[config.mk]
export PLATFORM = sky130hd
export DESIGN_NAME = ddwpm_div
export DESIGN_NICKNAME = d
export VERILOG_FILES = /design/src/design/ddwpm_div.sv
export SDC_FILE = /design/constraint.sdc
export NUM_CORES = 2
export LEC_CHECK = 0
export BUFFER_PORTS_ARGS = -buffer_cell sky130_fd_sc_hd__buf_2
export CAP_MARGIN = 20
export CORE_AREA = 2 2 320 354
export CTS_CLUSTER_DIAMETER = 150
export DETAILED_ROUTE_END_ITERATION = 12
export DIE_AREA = 0 0 322 356
export GPL_TIMING_DRIVEN = 0
export PLACE_DENSITY = 0.76
export SYNTH_ARGS = -nofsm -noshare
export SYNTH_HDL_FRONTEND = slang
export SYNTH_SLANG_ARGS = --single-unit
export TNS_END_PERCENT = 1
[constraint.sdc]
create_clock -name clk -period 10.8 [get_ports clk]
set_clock_uncertainty 0.2 [all_clocks]
set_input_delay 2.16 -clock clk [delete_from_list [all_inputs] [get_ports clk]]
set_output_delay 2.16 -clock clk [all_outputs]
set_load 0.005 [all_outputs]
[src/design/ddwpm_div.sv]
// pipelined restoring divider, one quotient bit per stage, with overflow flag
`timescale 1ns / 1ps

module ddwpm_div #(
    parameter int NW = 34,
    parameter int DW = 17,
    parameter int QW = 20,
    parameter int SW = 1
) (
    input  logic          clk,
    input  logic          rst_n,
    input  logic          en,
    input  logic          in_valid,
    input  logic [NW-1:0] num,
    input  logic [DW-1:0] den,
    input  logic [SW-1:0] side_in,
    output logic          out_valid,
    output logic [QW-1:0] quo,
    output logic          ovf,
    output logic [SW-1:0] side_out
);

    localparam int CW = ((NW > DW + QW) ? NW : DW + QW) + 1;

    logic          vld_reg  [0:QW];
    logic [CW-1:0] rem_reg  [0:QW];
    logic [DW-1:0] dsr_reg  [0:QW];
    logic [QW-1:0] quo_reg  [0:QW];
    logic          ovf_reg  [0:QW];
    logic [SW-1:0] side_reg [0:QW];

    always_ff @(posedge clk or negedge rst_n)
    begin
        if (!rst_n)
        begin
            vld_reg[0] <= 1'b0;
        end
        else if (en)
        begin
            vld_reg[0] <= in_valid;
        end
    end

    always_ff @(posedge clk)
    begin
        if (en)
        begin
            rem_reg[0]  <= CW'(num);
            dsr_reg[0]  <= den;
            quo_reg[0]  <= '0;
            ovf_reg[0]  <= CW'(num) >= (CW'(den) << QW);
            side_reg[0] <= side_in;
        end
    end

    for (genvar k = 1; k <= QW; k++)
    begin : g_stage
        localparam int B = QW - k;
        logic [CW-1:0] sub;
        logic          hit;
        logic [CW-1:0] rem_next;
        logic [QW-1:0] quo_next;

        always_comb
        begin
            sub      = CW'(dsr_reg[k-1]) << B;
            hit      = !ovf_reg[k-1] && (rem_reg[k-1] >= sub);
            rem_next = hit ? rem_reg[k-1] - sub : rem_reg[k-1];
            quo_next = quo_reg[k-1];
            quo_next[B] = hit;
        end

        always_ff @(posedge clk or negedge rst_n)
        begin
            if (!rst_n)
            begin
                vld_reg[k] <= 1'b0;
            end
            else if (en)
            begin
                vld_reg[k] <= vld_reg[k-1];
            end
        end

        always_ff @(posedge clk)
        begin
            if (en)
            begin
                rem_reg[k]  <= rem_next;
                dsr_reg[k]  <= dsr_reg[k-1];
                quo_reg[k]  <= quo_next;
                ovf_reg[k]  <= ovf_reg[k-1];
                side_reg[k] <= side_reg[k-1];
            end
        end
    end

    assign out_valid = vld_reg[QW];
    assign quo       = quo_reg[QW];
    assign ovf       = ovf_reg[QW];
    assign side_out  = side_reg[QW];

endmodule

==> out/metrics.cfg <==
[clock_network]
cts_setup_buffers = 0
clockBufferDepth = 3
clk_pin_slew_ns = 0.06
cts_tree = built
cts_sinks = 1369
htreeDepth = 4
clk_latency_ns = 0.78
cts-root-buf = clkbuf_16
hold_buffers = 0
cts_buffers = 142
cts_resized = 0

[synthesis]
synthMuxAreaShare_pct = 1.732
synth_top_family_by_area = simple AND/OR/NAND/NOR gates
synth-edff-count = 1348
synth_common_cells = edfxtp_1, inv_1, nand2_1
synth_flop_cell = edfxtp_1
yosys.cell_count.top_type = edfxtp_1
ys_ff_latch = 1369
yosys.area_share.simple_pct = 10.59
syn-instance-count = 5238
synth_compound_gate_area_share_pct = 9.755
seq_area_frac_synth_pct = 61.89
synthesis.nets = 5665
synth.avg_cell_area_um2 = 12.65
ys.warnings.count = 0
async_flop_share_pct = 1.534
synth_cell_types = 83
netlist_area_um2 = 66260
synthXorXnorAreaFrac_pct = 5.790
ys_top_cells_by_area = edfxtp_1, ha_1, xor2_1
synthAdderAreaFrac_pct = 7.221
synth_largest_area_cell = edfxtp_1
synth_top_cell_area_share_pct = 61.09

[sta]
worst_pin_slew_ns = 1.217
fin_crit_sh_pct = 51.02
slew_viol_final = 0
relSlewSlack_pct = 18.13
finalSetupViolCount = 0
max_freq_mhz = 181.5
finalCriticalPeriod_ns = 5.510
tns_ns = 0
rsz0062_at_grt = no
hold_viol = 0

[power]
p_switching_uw = 3844
p_clk_share_pct = 33.2
p_seq_share_pct = 48.4
power_uw = 14050
combPwrFrac_pct = 18.4
ir_drop_uv = 188.2
leakage_uw = 0.02843
cellPowerDensity_nw_per_um2 = 192.1
internal_power_uw = 10200
sw_frac_of_total_pct = 27.36

[global_routing]
gr-total-overflow = 0
grt.total_usage_pct = 23.88
antenna_found_initial = 0
grt_pass1_vias = 43167
grt_max_degree = 189
grt_pass1_wl_mm = 210.8

[finish]
regArea_um2 = 41000
multi_input_area_um2 = 23260
largest_reg_flops = 756
final_cells = 7023
area_growth_syn_to_layout_pct = 10.38
fillCellCount = 7883
drive_gt1_share_pct = 7.632
insertedDiodeCount = 0
nNetsFinal = 5897

[detailed_routing]
dr.first_iter.drc_count = 2480
totalWireLength_mm = 135.7
route.detailed.drc = 0
viasPerCell = 5.837
ant_nets = 0
wl_per_cell_um = 19.32
vias = 40990
drtPass1Iterations = 6

[worst_setup_path]
worstPathArrival_ns = 5.83
cp-end-kind = flip-flop
path_max_fanout = 6
required_ns = 11.12
critical_path_class = reg2reg
startpoint_type = flip-flop

[floorplanning]
die_w_um = 322
die_h_um = 356
dieArea_um2 = 114600
core-area_um2 = 111400
start_util_pct = 59.49
ios = 79
std_cell_rows = 129

[job]
cap_violations = 0

[worst_hold_path]
min_path_type = reg2reg

[run_status]
outcome = finished clean

[placement]
dp.cells = 6767
hpwl_mm = 100.4
gp_congestion = 0.9446
io_buffers = 78

==> power by group through the flow <==
stage | clock [µW] | sequential, µW | combinational, µW
6_report | 4670 | 6800 | 2580
5_1_grt | 4960 | 6850 | 2850
4_1_cts | 4750 | 6790 | 2560
3_5_place_dp | 0 | 6900 | 2550
3_3_place_gp | 0 | 7090 | 2460
2_1_floorplan | 0 | 6800 | 1870
==> metal layers <==
metal  vias to the layer above  track usage, %  routed length [µm]
li1                      19906               -                   -
met3                       510           3.643                3801
met4                         0           20.82               12360
met1                     19652           17.82               40020
met2                       922           49.78               79480
met5                         -               0                   0
==> worst paths after layout <==
path,from,slack (ns),end,cells past startpoint
setup / recovery,rem_reg[3][11]$_DFFE_PP_,5.29,rem_reg[3][72]$_DFFE_PP_,9
hold / removal,quo_reg[0][79]$_DFFE_PP_,0.21,quo_reg[0][99]$_DFFE_PP_,0
setup reg to reg,rem_reg[3][11]$_DFFE_PP_,5.29,rem_reg[3][72]$_DFFE_PP_,9
hold reg to reg,quo_reg[0][79]$_DFFE_PP_,0.21,quo_reg[0][99]$_DFFE_PP_,0
max in group asynchronous,rst_n,8.96,vld_reg[3]$_DFFE_PN0P_,1
min in group asynchronous,rst_n,1.13,vld_reg[4]$_DFFE_PN0P_,1
==> layout make-up <==
class                   instances  area share, %
flip-flops and latches       1369          56.07
multi-input cells            3337          31.80
clock buffers                 188          5.208
well taps                    1441          2.465
inverters                     444          2.279
repair buffers                 88         0.8725
clock inverters                68         0.8469
plain buffers                  88         0.4585
==> cells in the final DEF, fill, tap and decap left out, types with 25 or more instances in the layout <==
| cell type | instances |
|---|---|
| or2_2 | 25 |
| o21bai_1 | 27 |
| xnor2_1 | 190 |
| clkbuf_1 | 117 |
| o31ai_1 | 44 |
| a21o_1 | 139 |
| o21ai_0 | 370 |
| nand4_1 | 52 |
| nand2b_1 | 72 |
| xor2_1 | 248 |
| a31oi_1 | 25 |
| clkbuf_16 | 144 |
| edfxtp_1 | 1348 |
| a21oi_1 | 211 |
| o21a_1 | 56 |
| mux2_2 | 92 |
| clkinv_1 | 26 |
| inv_1 | 443 |
| nand3_1 | 69 |
| nor3_1 | 143 |
| nor4_1 | 109 |
| ha_1 | 352 |
| nor2_1 | 243 |
| or4_1 | 36 |
| nor2b_1 | 60 |
| nand2_1 | 413 |
| buf_2 | 82 |
| or3_1 | 53 |
==> stage by stage <==
step | hold slack, ns | util, % | setup slack (ns) | cell area (µm²)
floorplan | 0.2003 | - | 6.767 | 66260
global placement | 0.2002 | 61.46 | -14.22 | 68450
detailed placement | 0.2045 | 61.69 | 5.385 | 68700
CTS | 0.2125 | 65.67 | 5.366 | 73130
global route | 0.2203 | 65.67 | 5.132 | 73130
finish | 0.2115 | 65.67 | 5.290 | 73130
==> worst max-delay path: stages, from the launching register on <==
cell,delay [ns]
edfxtp_1,0.39
ha_1,0.42
nand4b_1,0.41
nor4_1,1.05
nand4_1,0.45
o211ai_1,0.31
o31a_1,0.47
nor4b_1,0.87
or3b_2,0.52
xnor2_1,0.14
==> kinds of logic after synthesis <==
logic type | count (synthesis)
xor gates and xnor gates | 438
adders and majority gates | 371
AOI/OAI and AO/OA | 1036
DFF | 1369
muxes | 103
buffers and inverters | 532
and+or+nand+nor | 1389
Note: power is estimated with default switching activity, not from simulation.
